`src/shfd_pkg.sv`:
```
// Shared types and constants for the sync header frame deframer.
// No dependencies; used by shfd_parser and sync_header_frame_deframer.
package shfd_pkg;

    // Header and frame geometry
    localparam int HEADER_LEN_DEFAULT = 6;
    localparam int HEADER_W           = 48;
    localparam int MATCH_W            = 3;
    localparam int POS_W              = 4;
    localparam logic [POS_W-1:0] PAYLOAD_LAST = 4'd9;

    // Separator byte expected after the type byte while hunting
    localparam logic [7:0] SEPARATOR_BYTE = 8'h2C;

    // Header word after reset
    localparam logic [HEADER_W-1:0] HEADER_RESET = 48'h43484952532C;

    // Result status codes
    localparam logic [1:0] STATUS_RECORD   = 2'd0;
    localparam logic [1:0] STATUS_BAD_SEP  = 2'd1;
    localparam logic [1:0] STATUS_HDR_MISS = 2'd2;

    // Parser modes
    localparam logic [1:0] MODE_HUNT     = 2'd0;
    localparam logic [1:0] MODE_CAPTURE  = 2'd1;
    localparam logic [1:0] MODE_SYNC_HDR = 2'd2;
    localparam logic [1:0] MODE_SYNC_PAY = 2'd3;

    // One result word from the parser
    typedef struct packed {
        logic        valid;
        logic [1:0]  status;
        logic [7:0]  rec_type;
        logic [31:0] source;
        logic [31:0] value;
        logic        synced;
    } result_t;

endpackage

```
`src/shfd_parser.sv`:
```
// Byte-at-a-time frame parser: header hunt, payload capture, synced framing.
// Depends on shfd_pkg.
module shfd_parser #(
    parameter int HEADER_LEN = shfd_pkg::HEADER_LEN_DEFAULT
) (
    input  logic                          clk,
    input  logic                          rst_n,
    input  logic                          step,
    input  logic [7:0]                    rx_byte,
    input  logic [shfd_pkg::HEADER_W-1:0] header_word,
    output shfd_pkg::result_t             result
);

    localparam logic [shfd_pkg::MATCH_W-1:0] LAST_IDX = shfd_pkg::MATCH_W'(HEADER_LEN - 1);

    logic [1:0]                   mode_reg, mode_next;
    logic [shfd_pkg::MATCH_W-1:0] match_count_reg, match_count_next;
    logic [shfd_pkg::POS_W-1:0]   frame_pos_reg, frame_pos_next;
    logic                         header_bad_reg, header_bad_next;
    logic [7:0]                   type_reg, type_next;
    logic [7:0]                   sep_reg, sep_next;
    logic [31:0]                  source_reg, source_next;
    logic [31:0]                  value_reg, value_next;

    logic [63:0]                  header_wide;
    logic [2:0]                   byte_idx;
    logic [7:0]                   expected;
    logic                         hdr_match;
    logic                         pay_last;

    // Expected header byte: first byte sits in the most significant used lane
    assign header_wide = {{(64 - shfd_pkg::HEADER_W){1'b0}}, header_word};
    assign byte_idx    = LAST_IDX - match_count_reg;
    assign expected    = header_wide[{byte_idx, 3'b000} +: 8];
    assign hdr_match   = (rx_byte == expected);
    assign pay_last    = (frame_pos_reg == shfd_pkg::PAYLOAD_LAST);

    // Payload byte lanes
    always_comb
    begin
        type_next   = type_reg;
        sep_next    = sep_reg;
        source_next = source_reg;
        value_next  = value_reg;
        if (mode_reg[0])
        begin
            case (frame_pos_reg)
                4'd0:    type_next          = rx_byte;
                4'd1:    sep_next           = rx_byte;
                4'd2:    source_next[7:0]   = rx_byte;
                4'd3:    source_next[15:8]  = rx_byte;
                4'd4:    source_next[23:16] = rx_byte;
                4'd5:    source_next[31:24] = rx_byte;
                4'd6:    value_next[7:0]    = rx_byte;
                4'd7:    value_next[15:8]   = rx_byte;
                4'd8:    value_next[23:16]  = rx_byte;
                4'd9:    value_next[31:24]  = rx_byte;
                default: type_next          = type_reg;
            endcase
        end
    end

    // Mode sequencing and result decision
    always_comb
    begin
        mode_next        = mode_reg;
        match_count_next = match_count_reg;
        frame_pos_next   = frame_pos_reg;
        header_bad_next  = header_bad_reg;
        result           = '0;

        unique case (mode_reg)
            shfd_pkg::MODE_HUNT:
            begin
                if (hdr_match)
                begin
                    if (match_count_reg == LAST_IDX)
                    begin
                        match_count_next = '0;
                        frame_pos_next   = '0;
                        mode_next        = shfd_pkg::MODE_CAPTURE;
                    end
                    else
                    begin
                        match_count_next = match_count_reg + 1'b1;
                    end
                end
                else
                begin
                    match_count_next = '0;
                end
            end

            shfd_pkg::MODE_CAPTURE:
            begin
                frame_pos_next = frame_pos_reg + 1'b1;
                if (pay_last)
                begin
                    frame_pos_next   = '0;
                    match_count_next = '0;
                    result.valid     = 1'b1;
                    if (sep_next != shfd_pkg::SEPARATOR_BYTE)
                    begin
                        mode_next     = shfd_pkg::MODE_HUNT;
                        result.status = shfd_pkg::STATUS_BAD_SEP;
                    end
                    else
                    begin
                        mode_next       = shfd_pkg::MODE_SYNC_HDR;
                        header_bad_next = 1'b0;
                        result.status   = shfd_pkg::STATUS_RECORD;
                        result.rec_type = type_next;
                        result.source   = source_next;
                        result.value    = value_next;
                        result.synced   = 1'b1;
                    end
                end
            end

            shfd_pkg::MODE_SYNC_HDR:
            begin
                // every header byte is consumed; a miss only marks the frame
                if (!hdr_match)
                    header_bad_next = 1'b1;
                if (match_count_reg == LAST_IDX)
                begin
                    match_count_next = '0;
                    frame_pos_next   = '0;
                    mode_next        = shfd_pkg::MODE_SYNC_PAY;
                end
                else
                begin
                    match_count_next = match_count_reg + 1'b1;
                end
            end

            shfd_pkg::MODE_SYNC_PAY:
            begin
                frame_pos_next = frame_pos_reg + 1'b1;
                if (pay_last)
                begin
                    frame_pos_next   = '0;
                    match_count_next = '0;
                    result.valid     = 1'b1;
                    if (header_bad_reg)
                    begin
                        header_bad_next = 1'b0;
                        mode_next       = shfd_pkg::MODE_HUNT;
                        result.status   = shfd_pkg::STATUS_HDR_MISS;
                    end
                    else
                    begin
                        mode_next       = shfd_pkg::MODE_SYNC_HDR;
                        result.status   = shfd_pkg::STATUS_RECORD;
                        result.rec_type = type_next;
                        result.source   = source_next;
                        result.value    = value_next;
                        result.synced   = 1'b1;
                    end
                end
            end

            default:
            begin
                mode_next = shfd_pkg::MODE_HUNT;
            end
        endcase

        if (!step)
            result.valid = 1'b0;
    end

    // Control state
    always_ff @(posedge clk or negedge rst_n)
    begin
        if (!rst_n)
        begin
            mode_reg        <= shfd_pkg::MODE_HUNT;
            match_count_reg <= '0;
            frame_pos_reg   <= '0;
            header_bad_reg  <= 1'b0;
        end
        else if (step)
        begin
            mode_reg        <= mode_next;
            match_count_reg <= match_count_next;
            frame_pos_reg   <= frame_pos_next;
            header_bad_reg  <= header_bad_next;
        end
    end

    // Payload capture
    always_ff @(posedge clk)
    begin
        if (step)
        begin
            type_reg   <= type_next;
            sep_reg    <= sep_next;
            source_reg <= source_next;
            value_reg  <= value_next;
        end
    end

endmodule

```
`src/sync_header_frame_deframer.sv`:
```
// Top level of the sync header frame deframer: input and result registers,
// header register and the parser. Depends on shfd_pkg and shfd_parser.
//
// Takes one received byte per word and emits a record or an error word at the
// end of each frame. A byte can be accepted every clock cycle while in_stall is
// low; an accepted byte passes an input register and the parser, and its
// result (if any) is then registered in the result register. The input side
// stalls only while the input register holds a byte and the result register
// is full and stalled. The header register is written through the cfg port,
// which is always ready; write it only while the block is idle.
module sync_header_frame_deframer #(
    parameter int HEADER_LEN = shfd_pkg::HEADER_LEN_DEFAULT
) (
    input  logic                          clk,
    input  logic                          rst_n,
    // byte input
    input  logic                          in_valid,
    output logic                          in_stall,
    input  logic [7:0]                    rx_byte,
    // result output
    output logic                          out_valid,
    input  logic                          out_stall,
    output logic [1:0]                    status,
    output logic [7:0]                    record_type,
    output logic [31:0]                   record_source,
    output logic [31:0]                   record_value,
    output logic                          is_synced,
    // header register write
    input  logic                          cfg_valid,
    output logic                          cfg_ready,
    input  logic [shfd_pkg::HEADER_W-1:0] header_word
);

    logic                          in_valid_reg;
    logic [7:0]                    in_byte_reg;
    logic [shfd_pkg::HEADER_W-1:0] header_reg;
    logic                          out_valid_reg;
    shfd_pkg::result_t             out_reg;
    shfd_pkg::result_t             result;
    logic                          out_free;
    logic                          step;

    // Handshake
    assign out_free  = !out_valid_reg || !out_stall;
    assign step      = in_valid_reg && out_free;
    assign in_stall  = in_valid_reg && !out_free;
    assign cfg_ready = 1'b1;

    // Header register
    always_ff @(posedge clk or negedge rst_n)
    begin
        if (!rst_n)
            header_reg <= shfd_pkg::HEADER_RESET;
        else if (cfg_valid)
            header_reg <= header_word;
    end

    // Input register
    always_ff @(posedge clk or negedge rst_n)
    begin
        if (!rst_n)
            in_valid_reg <= 1'b0;
        else if (in_valid && !in_stall)
            in_valid_reg <= 1'b1;
        else if (step)
            in_valid_reg <= 1'b0;
    end

    always_ff @(posedge clk)
    begin
        if (in_valid && !in_stall)
            in_byte_reg <= rx_byte;
    end

    // Parser
    shfd_parser #(
        .HEADER_LEN (HEADER_LEN)
    ) u_parser (
        .clk         (clk),
        .rst_n       (rst_n),
        .step        (step),
        .rx_byte     (in_byte_reg),
        .header_word (header_reg),
        .result      (result)
    );

    // Result register
    always_ff @(posedge clk or negedge rst_n)
    begin
        if (!rst_n)
            out_valid_reg <= 1'b0;
        else if (result.valid)
            out_valid_reg <= 1'b1;
        else if (out_free)
            out_valid_reg <= 1'b0;
    end

    always_ff @(posedge clk)
    begin
        if (result.valid)
            out_reg <= result;
    end

    assign out_valid     = out_valid_reg;
    assign status        = out_reg.status;
    assign record_type   = out_reg.rec_type;
    assign record_source = out_reg.source;
    assign record_value  = out_reg.value;
    assign is_synced     = out_reg.synced;

endmodule

```
`config.mk`:
```
export PLATFORM = sky130hd
export DESIGN_NAME = sync_header_frame_deframer
export DESIGN_NICKNAME = d
export VERILOG_FILES = /design/src/shfd_pkg.sv /design/src/shfd_parser.sv /design/src/sync_header_frame_deframer.sv
export SDC_FILE = /design/constraint.sdc
export NUM_CORES = 1
export LEC_CHECK = 0
export BUFFER_PORTS_ARGS = -buffer_cell sky130_fd_sc_hd__buf_4
export CORE_UTILIZATION = 61
export DETAILED_ROUTE_END_ITERATION = 10
export GPL_TIMING_DRIVEN = 1
export PLACE_DENSITY = 0.86
export SLEW_MARGIN = 20
export SYNTH_ARGS = -nofsm -noshare
export SYNTH_HDL_FRONTEND = slang
export SYNTH_SLANG_ARGS = --single-unit
```
`constraint.sdc`:
```
create_clock -name clk -period 8.94 [get_ports clk]
set_input_delay 0.447 -clock clk [delete_from_list [all_inputs] [get_ports clk]]
set_output_delay 0.447 -clock clk [all_outputs]
set_load 0.005 [all_outputs]
```
# ---- Word level (Yosys, flattened, before mapping)
# Index checks and enable logic that the tools add are counted.
dict set report word_totals {
  mem_bits_rw 0
  ff_bits 223
  mem_bits_ro 0
  inputBits 61
  latchBits 0
  n_memories 0
}
dict set report op_classes {
  eq_ne 23
  reduce_logical 18
  mul 0
  n_shift 1
  mux 47
  order_cmp 0
  div 0
  add_sub_neg 3
  n_bitwise 0
}
# op count
set ops {}
lappend ops {{$mux 76} 2}
lappend ops {{$pmux 76 s2} 1}
lappend ops {{$mux 73} 2}
lappend ops {{$mux 8} 12}
lappend ops {{$mux 32} 2}
lappend ops {{$shiftx 64x7->8} 1}
lappend ops {{$eq 4x3->1 const B} 4}
lappend ops {{$mux 2} 8}
lappend ops {{$mux 4} 3}
lappend ops {{$ne 2x1->1 const B} 6}
lappend ops {{$pmux 4 s3} 1}
lappend ops {{$reduce_and 6->1} 2}
lappend ops {{$mux 1} 10}
lappend ops {{$mux 3} 3}
lappend ops {{$pmux 3 s3} 1}
lappend ops {{$eq 4x2->1 const B} 2}
lappend ops {{$eq 4x4->1 const B} 2}
lappend ops {{$eq 8x8->1} 1}
lappend ops {{$ne 8x6->1 const B} 1}
lappend ops {{$pmux 2 s4} 1}
lappend ops {{$add 4x1->4 const B} 1}
lappend ops {{$eq 2x2->1 const B} 2}
lappend ops {{$eq 4x1->1 const B} 1}
lappend ops {{$logic_not 1->1} 4}
lappend ops {{14 further kinds} 19}

# ---- Longest topological paths before layout
dict set report depth {
  depth_word 9
  mapped_depth 11
}

# ---- Hierarchy
# From an unflattened synthesis, not the netlist that was laid out.
dict set report hier_totals {
  cells_unflattened 652
  area_unflattened_um2 9402.8
}
# mod cells_each n_inst area_per_inst_um2
set by_module_without_submodules {}
lappend by_module_without_submodules {shfd_parser 458 1 4929.7}
lappend by_module_without_submodules {sync_header_frame_deframer 194 1 4473.0}

# ---- Worst setup path after synthesis
# Ideal clock, no wire load.
dict set report synth_path {
  path_type {register to register}
  from {register u_parser.frame_pos_reg[1] (netlist bit)}
  to {register u_parser.mode_reg[1]}
  setup_slack_ns 4.117
  t_arrival_ns 4.720
  synth_period_minus_slack_ns 4.823
  stages_incl_launch_ff 8
  cell_sequence {dfrtp_1 buf_2 nor2_1 and3_1 nand2_1 nor2_1 a21oi_1 a31oi_1}
}
dict set report synth_via {
  elab_chain_len 7
}
# item line_no
set synth_lines {}
lappend synth_lines {{start: declaration} shfd_parser.sv:18} ;# logic [shfd_pkg::POS_W-1:0] frame_pos_reg, frame_pos_next;
lappend synth_lines {{start signal: assignment} shfd_parser.sv:187} ;# frame_pos_reg <= frame_pos_next;
lappend synth_lines {{$eq 4x1->1} shfd_parser.sv:47} ;# case (frame_pos_reg)
lappend synth_lines {{$mux 8} shfd_parser.sv:47}
lappend synth_lines {{$mux 8} shfd_parser.sv:45} ;# if (mode_reg[0])
lappend synth_lines {{$ne 8x6->1} shfd_parser.sv:102} ;# if (sep_next != shfd_pkg::SEPARATOR_BYTE)
lappend synth_lines {{$mux 2} shfd_parser.sv:102}
lappend synth_lines {{$mux 2} shfd_parser.sv:97} ;# if (pay_last)
lappend synth_lines {{$pmux 2 s4} shfd_parser.sv:72} ;# unique case (mode_reg)
lappend synth_lines {{end signal: assignment} shfd_parser.sv:178} ;# mode_reg <= shfd_pkg::MODE_HUNT;
lappend synth_lines {{end signal: assignment} shfd_parser.sv:185} ;# mode_reg <= mode_next;
lappend synth_lines {{end: declaration} shfd_parser.sv:16} ;# logic [1:0] mode_reg, mode_next;
# Several ways; a longest one is shown, not always the timed one. The select of a mux whose other input is x is not followed.
# A chain may end at the register's enable or synchronous reset.

# ---- Worst setup path in the final report
dict set report layout_path {
  from {register u_parser.match_count_reg[1] (netlist bit)}
  to {register u_parser.match_count_reg[1] (netlist bit)}
}
dict set report layout_via {
  elab_chain_len 5
}
# item line_no
set layout_lines {}
lappend layout_lines {{start: declaration} shfd_parser.sv:17} ;# logic [shfd_pkg::MATCH_W-1:0] match_count_reg, match_count_next;
lappend layout_lines {{start signal: assignment} shfd_parser.sv:186} ;# match_count_reg <= match_count_next;
lappend layout_lines {{$sub 3x3->3} shfd_parser.sv:33} ;# assign byte_idx = LAST_IDX - match_count_reg;
lappend layout_lines {{$shiftx 64x7->8} shfd_parser.sv:34} ;# assign expected = header_wide[{byte_idx, 3'b000} +: 8];
lappend layout_lines {{$eq 8x8->1} shfd_parser.sv:35} ;# assign hdr_match = (rx_byte == expected);
lappend layout_lines {{$mux 3} shfd_parser.sv:75} ;# if (hdr_match)
lappend layout_lines {{$pmux 3 s3 *} shfd_parser.sv:72}
# Mark *: on every way between the ends. The rest lies on a longest branch, timed or not.

==> results by group <==
Pwr
  • Peak supply drop: 122 uV
  • Switching power: just under 0.7 mW
  • Pint: between 2 and 2.5 mW
  • Combinational power share: 0.151
  • Clock power share: 0.359
  • Net Sw Frac: 0.252
  • Pleak: between 4 and 5 nW
  • Seq pwr share: 0.490
  • Power Density: about 240 mW/mm2

Finish
  • Largest register FFs: 48
  • Area Growth Syn to Fin: 20.3%
  • Final nets: 798
  • Layout cell share with drive strength beyond 1: 0.427
  • Diodes inserted: 0

Clock tree
  • Hold Buf Count CTS: 0
  • Clock Latency Late Sink: roughly 0.51 ns
  • Clock slew at reported path FFs: 0.06 ns
  • CTS root buf: clkbuf_16
  • Post-CTS sizing: 0
  • Htree depth: 1
  • Clock tree sinks: 215
  • CTS tree: yes
  • Longest Clk Path Bufs: 3
  • Total CTS buffers: 22
  • # Post-CTS Setup Buffers: 0

Critical path
  • Path depth of the worst reg2reg path: 8
  • Crit end category: flip-flop
  • WS Path Type: flip-flop to flip-flop
  • CP Launch Type: flip-flop
  • CP peak stage delay: 0.43 ns
  • Crit-path leading delay family: compound AO/OA/AOI/OAI gates
  • CP max stage cell: ha_1
  • Crit path cell chain: buf_4 > inv_1 > ha_1 > or2_2 > o22ai_1 > o22a_1 > a41oi_4 > o41ai_1
  • CP Data Required Time: 9.32 ns
  • R2r setup slk: 6.03 ns
  • Timing endpoint of the critical path: u_parser.match_count_reg[1]
  • RR Startpoint: u_parser.match_count_reg[1]
  • Worst setup path startpoint: u_parser.match_count_reg[1]
  • Reg-to-Reg End: u_parser.match_count_reg[1]
  • CP arrival: 3.29 ns
  • Bufs and invs on worst path: 2
  • Worst-path fanout max: 35
  • Cell count along the critical path: 8

Place
  • Port Buffer Count: 137
  • Worst slack, placed: about 6.0 ns
  • Detailed Place HPWL: around 12 mm
  • GPL Wtd Cong: 0.816

Floorplanning
  • Starting Density: 0.632
  • Die footprint: 0.0157 mm2
  • Core area: roughly 0.015 mm2
  • # IOs: roughly 140
  • Die span in x: 125 um
  • DIE HEIGHT: 125 um
  • Std cell rows: 44

Synthesis
  • Syn Area/Cell: 15.2 um2
  • Area leader, netlist: edfxtp_1
  • Area contributors post-synth: edfxtp_1, mux2_2, dfrtp_1
  • Synthesized area: 0.00930 mm2
  • Yosys cell types: 44
  • Top-area cell type share of the netlist area: 0.501
  • Syn_nets: 674
  • Synth Instances: 611
  • Sequential area share after synthesis: 0.665
  • Yosys warns: 0
  • Yosys reg bits: approximately 220

Outcome
  • Status: complete, but fails checks
  • Violated checks: design-rule violations

Timing
  • Final slew viol count: 0
  • Post-route minimum period: 2.91 ns
  • Max Fclk: roughly 0.34 GHz
  • Final TNS setup: 0 ns
  • Final hold viol count: 0
  • Fin crit share: 0.325
  • Worst slew pin tran: slightly above 0.9 ns
  • Skew final: 0.0117 ns
  • RSZ-0062 raised after global routing: no
  • Slew headroom: 0.383
  • Fin worst setup slack: about 6 ns
  • Final setup viols: 0

GRT
  • First-pass GRT wire length: around 32 mm
  • Global route overflow: 0
  • Largest net degree at the start of global routing: 74
  • Initial antenna violation count: 0
  • GRT Total Usage: 0.261
  • Vias in the first global route: 5800

Route
  • Drt pass-1 iters: 10
  • Initial DRC count: 533
  • Post-Route WL: between 15 and 20 mm
  • Via count: 5532
  • Drt wl/cell: between 20 and 25 um
  • Post-route ant nets: 0
  • DRC viols: 9
  • Via/cell ratio: between 5 and 6

Flow run
  • Maxcap violations: 0

Worst hold path
  • Hold WC Path Type: input port to asynchronous set/reset pin
stage by stage:
stage	util	instance area, um2	instances	hold slack, ns	power [mW]
6_report	0.760	11200	935	0.00573	2.69
5_1_grt	0.760	11200	935	0.0749	2.79
4_1_cts	0.760	11200	935	0.0248	2.70
3_5_place_dp	0.708	10400	895	0.496	1.73
3_3_place_gp	0.708	10400	895	0.491	1.70
2_1_floorplan	-	9300	611	0.151	1.59
cell type report:
cell class	count	area, um2
flip-flops and latches	215	6180
multi-input cells	347	2910
clock inverters	14	173
well taps	184	230
inverters	8	30.0
clock buffers	26	597
repair buffers	141	1060
fillers	849	3520
synthesized netlist by cell type, drive strengths merged:
| master | number |
|---|---|
| edfxtp | 155 |
| mux2 | 120 |
| and2 | 73 |
| dfrtp | 42 |
| mux2i | 26 |
| clkbuf | 25 |
| dfstp | 18 |
| nand2 | 17 |
| buf | 16 |
| xnor2 | 16 |
| o21ai | 12 |
| and3 | 11 |
| nor2 | 11 |
| o22ai | 11 |
| inv | 8 |
| or3 | 8 |
| a21oi | 7 |
| nand3 | 5 |
| o22a | 4 |
| nor3 | 3 |
| a31oi | 2 |
| ha | 2 |
| nand4 | 2 |
| nor4 | 2 |
| nor4b | 2 |
| o41ai | 2 |
| or2 | 2 |
| a41o | 1 |
| a41oi | 1 |
| conb | 1 |
| nand2b | 1 |
| nor3b | 1 |
| o31ai | 1 |
| or2b | 1 |
| or4 | 1 |
| xor2 | 1 |
power groups by stage:
stage               registers [mW]  logic (mW)  clock network [mW]
floorplan                     1.28       0.307                   0
detailed placement            1.33       0.396                   0
CTS                           1.31       0.404               0.978
finish                        1.32       0.407               0.964
global placement              1.32       0.376                   0
global route                  1.33       0.439                1.02
placed cells by master (no fill, tap or decap), types with 3 or more instances in the layout:
| cell type | netlist | final |
|---|---|---|
| clkinv_1 | 0 | 4 |
| nor3_1 | 3 | 3 |
| clkinv_2 | 0 | 4 |
| o22ai_1 | 11 | 11 |
| xnor2_1 | 16 | 16 |
| clkbuf_16 | 0 | 23 |
| o21ai_0 | 11 | 11 |
| edfxtp_1 | 155 | 155 |
| or3_1 | 8 | 8 |
| dfstp_2 | 18 | 18 |
| mux2i_1 | 26 | 26 |
| and3_1 | 11 | 11 |
| nand2_1 | 17 | 17 |
| nand3_1 | 5 | 5 |
| and2_1 | 73 | 73 |
| bufinv_16 | 0 | 4 |
| dfrtp_1 | 42 | 42 |
| inv_1 | 8 | 7 |
| a21oi_1 | 6 | 6 |
| mux2_2 | 120 | 120 |
| nor2_1 | 11 | 10 |
| buf_4 | 1 | 141 |
| o22a_1 | 4 | 4 |
per-layer routing:
metal	track usage	vias up	part of all wire
met4	0.0839	0	0.021
met1	0.333	2766	0.39
met3	0.0394	39	0.066
li1	-	2490	-
met2	0.460	237	0.52
met5	0	-	0
worst min path at each step:
stage | endpoint | slack [ns] | cells past startpoint
floorplan | header_reg[0] | 0.15 | 0
global placement | header_reg[45] | 0.49 | 1
detailed placement | header_reg[10] | 0.50 | 1
CTS | header_reg[37] | 0.02 | 1
global route | header_reg[39] | 0.07 | 1
finish | header_reg[15] | 0.006 | 1
logic make-up after synthesis:
family	Yosys count	share of synthesized area
flops	215	0.665
mux	146	0.173
simple gates	140	0.0901
buf+inv	49	0.0229
compound gates	41	0.0299
xor+xnor	17	0.0160
fa+ha+maj	2	0.00269
other cells	1	0.000403
Power figures use the tool's default switching activity.
